### src/sv/button_press_hold_classifier_defines.svh
// assertion macros for the push/hold classifier
// used by button_press_hold_classifier.sv; relies on clk and arst_n at the point of use
`ifndef BUTTON_PRESS_HOLD_CLASSIFIER_DEFINES_SVH
`define BUTTON_PRESS_HOLD_CLASSIFIER_DEFINES_SVH

`ifndef SYNTHESIS

`define BPC_ASSERT_SAME(label, ante, cons) \
	label: assert property (@(posedge clk) disable iff (!arst_n) (ante) |-> (cons)) \
		else $error("bpc check failed");

`define BPC_ASSERT_NEXT(label, ante, cons) \
	label: assert property (@(posedge clk) disable iff (!arst_n) (ante) |=> (cons)) \
		else $error("bpc check failed");

`else

`define BPC_ASSERT_SAME(label, ante, cons)

`define BPC_ASSERT_NEXT(label, ante, cons)

`endif

`endif

### src/sv/bpc_pkg.sv
// shared types and constants of the push/hold classifier
// no dependencies; imported by every module of the block
`default_nettype none

package bpc_pkg;

	localparam int CNT_W       = 6;
	localparam int THR_W       = 6;
	localparam int SAMPLE_BITS = 8;
	localparam int IDX_W       = 3;
	localparam int CFG_IDX_W   = 2;

	localparam logic [CNT_W-1:0] COUNT_MAX = '1;

	localparam logic [THR_W-1:0] HOLD_THR_RST = 6'd50;
	localparam logic [THR_W-1:0] PUSH_MIN_RST = 6'd2;
	localparam logic [THR_W-1:0] PUSH_MAX_RST = 6'd30;

	typedef enum logic [1:0] {
		ST_NONE = 2'd0,
		ST_PUSH = 2'd1,
		ST_HOLD = 2'd2
	} sw_state_t;

	typedef enum logic [CFG_IDX_W-1:0] {
		REG_HOLD_THRESHOLD = 2'd0,
		REG_PUSH_MIN       = 2'd1,
		REG_PUSH_MAX       = 2'd2
	} cfg_reg_t;

	typedef struct packed {
		logic [THR_W-1:0] hold_threshold;
		logic [THR_W-1:0] push_min;
		logic [THR_W-1:0] push_max;
	} lane_cfg_t;

	typedef struct packed {
		logic tick;
		logic closed;
		logic rd_clr;
	} lane_ctl_t;

endpackage

`default_nettype wire

### src/sv/bpc_lane.sv
// per-switch state and classification: last sample, closed count, reported and recent state
// depends on bpc_pkg
`default_nettype none

module bpc_lane
	import bpc_pkg::*;
(
	input  logic      clk,
	input  logic      arst_n,
	input  lane_cfg_t cfg,
	input  lane_ctl_t ctl,
	output sw_state_t reported
);

	logic             prev_q, prev_d;
	logic [CNT_W-1:0] cnt_q, cnt_d, cnt_inc;
	sw_state_t        rep_q, rep_d, recent_q, recent_d;

	assign cnt_inc = (cnt_q == COUNT_MAX) ? cnt_q : cnt_q + CNT_W'(1);

	always_comb begin
		prev_d   = prev_q;
		cnt_d    = cnt_q;
		rep_d    = rep_q;
		recent_d = recent_q;
		if (ctl.tick) begin
			case ({prev_q, ctl.closed})
				2'b01: begin
					recent_d = ST_NONE;
					prev_d   = 1'b1;
					cnt_d    = cnt_inc;
				end
				2'b11: begin
					if (cnt_inc > cfg.hold_threshold) begin
						rep_d    = ST_HOLD;
						recent_d = ST_HOLD;
						cnt_d    = '0;
					end else begin
						cnt_d = cnt_inc;
					end
				end
				2'b10: begin
					prev_d = 1'b0;
					cnt_d  = '0;
					if (cnt_q >= cfg.push_min && cnt_q <= cfg.push_max &&
					    recent_q == ST_NONE) begin
						rep_d    = ST_PUSH;
						recent_d = ST_PUSH;
					end
				end
				default: begin
					if (recent_q == ST_HOLD || recent_q == ST_PUSH) begin
						rep_d    = ST_NONE;
						recent_d = ST_NONE;
					end
				end
			endcase
		end else if (ctl.rd_clr && rep_q == ST_PUSH) begin
			rep_d    = ST_NONE;
			recent_d = ST_NONE;
		end
	end

	always_ff @(posedge clk or negedge arst_n) begin
		if (!arst_n) begin
			prev_q   <= 1'b0;
			cnt_q    <= '0;
			rep_q    <= ST_NONE;
			recent_q <= ST_NONE;
		end else begin
			prev_q   <= prev_d;
			cnt_q    <= cnt_d;
			rep_q    <= rep_d;
			recent_q <= recent_d;
		end
	end

	assign reported = rep_q;

endmodule

`default_nettype wire

### src/sv/bpc_merge.sv
// merges the lanes for a read: selects the reported state of the addressed switch
// depends on bpc_pkg
`default_nettype none

module bpc_merge
	import bpc_pkg::*;
#(
	parameter int NUM_SWITCHES = 8
) (
	input  sw_state_t        reported [NUM_SWITCHES],
	input  logic [IDX_W-1:0] read_index,
	output sw_state_t        sel_state
);

	always_comb begin
		sel_state = ST_NONE;
		for (int i = 0; i < NUM_SWITCHES; i++) begin
			if (int'(read_index) == i) sel_state = reported[i];
		end
	end

endmodule

`default_nettype wire

### src/sv/button_press_hold_classifier.sv
// channel  dir  signals                        contents
// s        in   s_tvalid s_tready s_tdata      tick or read item, tuser = mode
//                 s_tuser
// m        out  m_tvalid m_tready m_tdata      switch state of a read
// cfg      in   cfg_we cfg_index cfg_data      threshold and push window registers
//
// one item per cycle while s_tready is high; a tick updates every switch lane at its transfer edge
// a read is answered from the lanes in the same cycle and shows on m in the cycle after its transfer
// s_tready drops only while a result waits in the output register and m_tready is low
// reset clears all lane state and loads the register defaults
//
// top level of the push/hold classifier; depends on bpc_pkg, bpc_lane, bpc_merge
// and button_press_hold_classifier_defines.svh
`default_nettype none

`include "button_press_hold_classifier_defines.svh"

module button_press_hold_classifier
	import bpc_pkg::*;
#(
	parameter int NUM_SWITCHES = 8
) (
	input  logic                 clk,
	input  logic                 arst_n,
	input  logic                 s_tvalid,
	output logic                 s_tready,
	input  logic [15:0]          s_tdata,   // closed_bits[7:0], read_index[10:8], zero fill
	input  logic                 s_tuser,   // mode: 0 tick, 1 read
	output logic                 m_tvalid,
	input  logic                 m_tready,
	output logic [7:0]           m_tdata,   // switch_state[1:0], zero fill
	input  logic                 cfg_we,
	input  logic [CFG_IDX_W-1:0] cfg_index,
	input  logic [THR_W-1:0]     cfg_data
);

	lane_cfg_t        cfg_q;
	logic             s_xfer, tick_xfer, rd_xfer;
	logic [SAMPLE_BITS-1:0] closed_bits;
	logic [IDX_W-1:0] read_index;
	sw_state_t        reported [NUM_SWITCHES];
	sw_state_t        sel_state;
	logic             out_valid_q;
	sw_state_t        out_state_q;

	assign closed_bits = s_tdata[SAMPLE_BITS-1:0];
	assign read_index  = s_tdata[SAMPLE_BITS +: IDX_W];

	assign s_tready  = !out_valid_q || m_tready;
	assign s_xfer    = s_tvalid && s_tready;
	assign tick_xfer = s_xfer && !s_tuser;
	assign rd_xfer   = s_xfer && s_tuser;

	always_ff @(posedge clk or negedge arst_n) begin
		if (!arst_n) begin
			cfg_q.hold_threshold <= HOLD_THR_RST;
			cfg_q.push_min       <= PUSH_MIN_RST;
			cfg_q.push_max       <= PUSH_MAX_RST;
		end else if (cfg_we) begin
			case (cfg_index)
				REG_HOLD_THRESHOLD: cfg_q.hold_threshold <= cfg_data;
				REG_PUSH_MIN:       cfg_q.push_min       <= cfg_data;
				REG_PUSH_MAX:       cfg_q.push_max       <= cfg_data;
				default: ;
			endcase
		end
	end

	for (genvar g = 0; g < NUM_SWITCHES; g++) begin : g_lane
		lane_ctl_t ctl;

		always_comb begin
			ctl.tick   = tick_xfer;
			ctl.closed = (g < SAMPLE_BITS) ? closed_bits[g % SAMPLE_BITS] : 1'b0;
			ctl.rd_clr = rd_xfer && (int'(read_index) == g);
		end

		bpc_lane u_lane (
			.clk      (clk),
			.arst_n   (arst_n),
			.cfg      (cfg_q),
			.ctl      (ctl),
			.reported (reported[g])
		);
	end

	bpc_merge #(
		.NUM_SWITCHES (NUM_SWITCHES)
	) u_merge (
		.reported   (reported),
		.read_index (read_index),
		.sel_state  (sel_state)
	);

	always_ff @(posedge clk or negedge arst_n) begin
		if (!arst_n) begin
			out_valid_q <= 1'b0;
		end else if (s_tready) begin
			out_valid_q <= rd_xfer;
		end
	end

	always_ff @(posedge clk) begin
		if (rd_xfer) begin
			out_state_q <= sel_state;
		end
	end

	assign m_tvalid = out_valid_q;
	assign m_tdata  = {6'd0, out_state_q};

	`BPC_ASSERT_NEXT(a_read_gives_result, rd_xfer, m_tvalid)
	`BPC_ASSERT_NEXT(a_tick_gives_none, tick_xfer, !m_tvalid)
	`BPC_ASSERT_SAME(a_state_code_valid, m_tvalid, out_state_q != 2'd3)

endmodule

`default_nettype wire
### config.mk
export PLATFORM = sky130hd
export DESIGN_NAME = button_press_hold_classifier
export DESIGN_NICKNAME = d
export VERILOG_FILES = /design/src/sv/bpc_pkg.sv /design/src/sv/bpc_lane.sv /design/src/sv/bpc_merge.sv /design/src/sv/button_press_hold_classifier.sv
export VERILOG_INCLUDE_DIRS = /design/src /design/src/sv
export SDC_FILE = /design/constraint.sdc
export NUM_CORES = 1
export LEC_CHECK = 0
export BUFFER_PORTS_ARGS = -buffer_cell sky130_fd_sc_hd__buf_2
export CORE_ASPECT_RATIO = 0.5
export CORE_MARGIN = 3
export CORE_UTILIZATION = 49
export DETAILED_ROUTE_END_ITERATION = 8
export PLACE_DENSITY = 0.73
export SYNTH_ARGS = -nofsm -noshare
export SYNTH_HDL_FRONTEND = slang
export SYNTH_SLANG_ARGS = --single-unit
### constraint.sdc
create_clock -name clk -period 3.4 [get_ports clk]
set_input_delay 0.17 -clock clk [delete_from_list [all_inputs] [get_ports clk]]
set_output_delay 0.17 -clock clk [all_outputs]
set_load 0.1 [all_outputs]
==> results.txt <==
----------------------------------------------------
[Run status]
  Status ... completed

[Timing]
  Setup WS post-layout ... between 150 and 200 ps
  Top achievable clock speed ... 308.6 MHz
  Transition time at the pin with the least slew margin ... about 1000 ps
  Total setup violations reported at the end of the flow ... 0
  Unrepaired setup endpoints after global routing ... yes
  Setup Skew ... just over 9 ps
  Final count of hold timing violations ... 0
  Fraction of the cycle the final worst path needs ... 95.32%
  Number of pins with negative max-slew slack in the final report ... 0
  Headroom to the max-slew limit ... slightly above 30%
  Minimum clock period after layout ... around 3200 ps

[Power and ir drop]
  Overall Power ... 7.323 mW
  Worst voltage drop across the vdd grid ... approximately 0.00029 V
  Power density over the cells ... 680.9 nW/µm²
  Leak Pwr ... ~5.4 nW

[Finish]
  Most common cell after layout, fill and taps aside ... ha_1
  Number of nets in the final layout ... 1,365
  Ant. Diodes ... 0
  Most frequent cells in the layout ... 208 x ha_1, 105 x nand2_1, 99 x dfrtp_1
  Share of layout cells above drive strength 1 ... 9.541%
  Relative area change from synthesis to final layout ... 8.480%
  Non-filler cells, final ... 1,398
  Area of all placed cells without fillers ... 10,760 µm²

[Worst setup path]
  Endpoint of the worst register-to-register path ... g_lane[0].u_lane.reported[1]$_DFFE_PN0P_
  Worst Setup SP ... g_lane[0].u_lane.cnt_q[1]$_DFFE_PN0P_
  Critical-path maximum fanout ... 6
  Startpoint of the worst register-to-register path ... g_lane[0].u_lane.cnt_q[1]$_DFFE_PN0P_
  Reg2reg setup slack ... 160 ps
  Crit path kind ... reg2reg
  Capturing element type of the critical path ... register
  Capturing instance or port of the critical path ... g_lane[0].u_lane.reported[1]$_DFFE_PN0P_
  Worst Reg-to-Reg Cells ... 11
  Data arrival time of the critical path ... 3500 ps
  Kind of start point of the critical path ... register
  Data required time at the worst endpoint ... 3650 ps

[Worst hold path]
  Worst min-delay path class ... in2reg
  Hold Path Stages ... 3

[CTS]
  Clock edge transition at the registers on the reported setup and hold paths ... 80 ps
  Number of buffers inserted during clock tree synthesis ... 9
  Clock Latency Late Sink ... about 370 ps
  Setup fix buffers added after clock tree synthesis ... 0
  Clock root buffer master ... clkbuf_16
  Number of clock sinks seen by CTS ... 109
  CTS HTree Levels ... 3
  CTS tree ... yes
  Longest Clk Path Bufs ... 2

[Yosys]
  Main flop type after synthesis ... dfrtp_1
  Synthesized flop and latch total ... 109
  Sequential share of the synthesized area ... roughly 28%
  Async SR Flop Fraction ... between 90% and 100%
  Post-Syn Instances ... 1,089
  Synth Cell Area ... 9915 µm²
  Top cells by area in the synthesized netlist ... ha_1 26%, dfrtp_1 25%, o21ai_0 4.0%
  Post-synth top area cell ... ha_1
  Number of synthesized flops with an enable pin ... 2
  Mean area per synthesized cell ... 9.104 µm²
  Count of synthesis-stage warnings from yosys ... 0
  Count of cell types in the netlist ... 73
  Top-area cell type share of the netlist area ... a little over a quarter

[GRT]
  Antenna violations before repair ... 1
  Maximum number of pins on one net before global-route repair ... 69
  First-pass GRT wire length ... 42,900 µm
  Global router's overall resource usage ... 24.27%
  Total congestion overflow ... 0
  Number of global-route vias before repair ... 8,516

[Placed design]
  Pre-CTS setup slack ... 86.21 ps
  Final GP Congestion ... about 0.9
  Number of input and output port buffers inserted ... 28
  DP HPWL ... around 20,000 µm
  Number of instances in the placed design ... 1,381
  Placed cell areas ... 10,420 µm²

[Routing]
  Total Routed Length ... between 20,000 and 30,000 µm
  Avg Vias per Cell ... 6.113
  Pre-Repair DR Iteration Count ... 5
  Iteration-0 DRC Markers ... 514
  Remaining antenna violation count ... 0
  Overall via count from detail_route ... 8,546
  Detailed-route DRC error count ... 0
  Detail-routed net length per standard cell ... 18.87 µm

[Flow run]
  Reported max-cap violation count ... 0

[Floorplanning]
  Die width ... between 200 and 250 µm
  Boundary Pins ... 40
  Die ar. ... 22,080 µm²
  Core footprint ... 19,640 µm²
  Vertical die dimension ... roughly 110 µm
  Starting density of the core ... 50.48%
  Cell row count ... 36

----------------------------------------------------
-- sequential cells by signal (all words and copies together), names as in the netlist --
register                cells
g_lane.u_lane.recent_q     16
g_lane.u_lane.reported     16
g_lane.u_lane.cnt_q        48
out_state_q                 2
cfg_q                      18
g_lane.u_lane.prev_q        8
m_tvalid                    1
-- routing by layer --
metal	share of wire, %	wire [µm]	global-route usage [%]	vias to the layer above
li1	-	-	-	4052
met2	47	12320	41.64	229
met3	5.8	1519	5.115	83
met1	43	11380	29.65	4180
met4	4.4	1156	11.22	2
met5	0.045	12	0	-
-- cell usage after synthesis, types with 4 or more instances --
library cell	instances
a21o_1	6
a211oi_1	6
xnor2_1	12
ha_1	208
o211ai_1	4
xor2_1	4
mux2i_1	14
nand2_1	105
nor3b_1	8
a22o_1	10
o21ai_0	80
nor3_1	17
nand3b_1	6
nor2b_1	23
nand4_1	17
nor4bb_1	4
o21bai_1	5
mux2_2	21
nand3_1	54
nand2b_1	21
dfstp_2	8
o21a_1	16
o211a_1	5
inv_1	95
a32o_1	16
a21oi_1	40
o22ai_1	11
clkbuf_1	11
buf_4	6
dfrtp_1	99
nor4b_1	4
o2bb2ai_1	5
o31ai_1	7
or3_1	11
and3_1	22
mux4_2	4
nor2_1	48
-- final cells by class --
class	instances	area, µm²
fillers	1767	8884
well taps	266	332.8
multi-input cells	870	6754
repair buffers	42	262.8
clock inverters	5	47.55
inverters	95	356.6
flip-flops and latches	109	2748
clock buffers	11	254.0
-- kinds of logic (layout without fill, tap and decap cells) --
group,after synthesis,after routing,synth area share [%]
and+or+nand+nor,358,358,18.78
muxes,41,41,5.010
buffers and inverters,115,153,4.606
DFF,109,109,27.71
other,1,6,0.03782
adders and majority gates,208,208,26.25
xor gates and xnor gates,16,16,1.413
AOI/OAI and AO/OA,241,241,16.19
-- worst min path at each step --
stage	start	end	slack [ps]
floorplan	arst_n	cfg_q[0]$_DFFE_PN0P_	-130
global placement	arst_n	g_lane[0].u_lane.cnt_q[5]$_DFFE_PN0P_	190
detailed placement	arst_n	g_lane[0].u_lane.cnt_q[5]$_DFFE_PN0P_	200
CTS	cfg_data[5]	cfg_q[17]$_DFFE_PN1P_	20
global route	cfg_data[1]	cfg_q[13]$_DFFE_PN1P_	50
finish	cfg_data[5]	cfg_q[17]$_DFFE_PN1P_	40
-- what timing repair did --
| action | CTS | global route |
|---|---|---|
| gates resized for setup | 0 | 3 |
| endpoints found under the setup margin | 0 | 8 |
| hold buffers | 1 | 0 |
| endpoints found under the hold margin | 39 | 0 |
-- worst max-delay path, stage by stage (launching register included) --
cell and delay [ps]:
dfrtp_1 460, ha_1 240, and3_1 230, nand3_1 140, mux2_2 360, ha_1 290
nor2b_1 140, o21bai_1 90, a41oi_2 240, o2111ai_1 180, or3_1 460, mux2_2 300
-- power by group --
| group | switching (mW) | internal [mW] | leakage, nW |
|---|---|---|---|
| combinational | 2.24 | 1.70 | 3.84 |
| sequential | 0.541 | 1.73 | 1.39 |
| clock | 0.563 | 0.560 | 0.146 |
| total | 3.34 | 3.98 | 5.37 |
-- through the flow --
stage	TNS (ps)	util, %	hold WS (ps)
after global routing	-20.20	54.77	52.69
after floorplan	0	-	-125.6
after CTS	0	54.65	23.51
final	0	54.77	35.51
after detailed placement	0	53.06	202.3
after global placement	0	53.06	193.5
No activity file was read; power rests on OpenSTA's default activity.
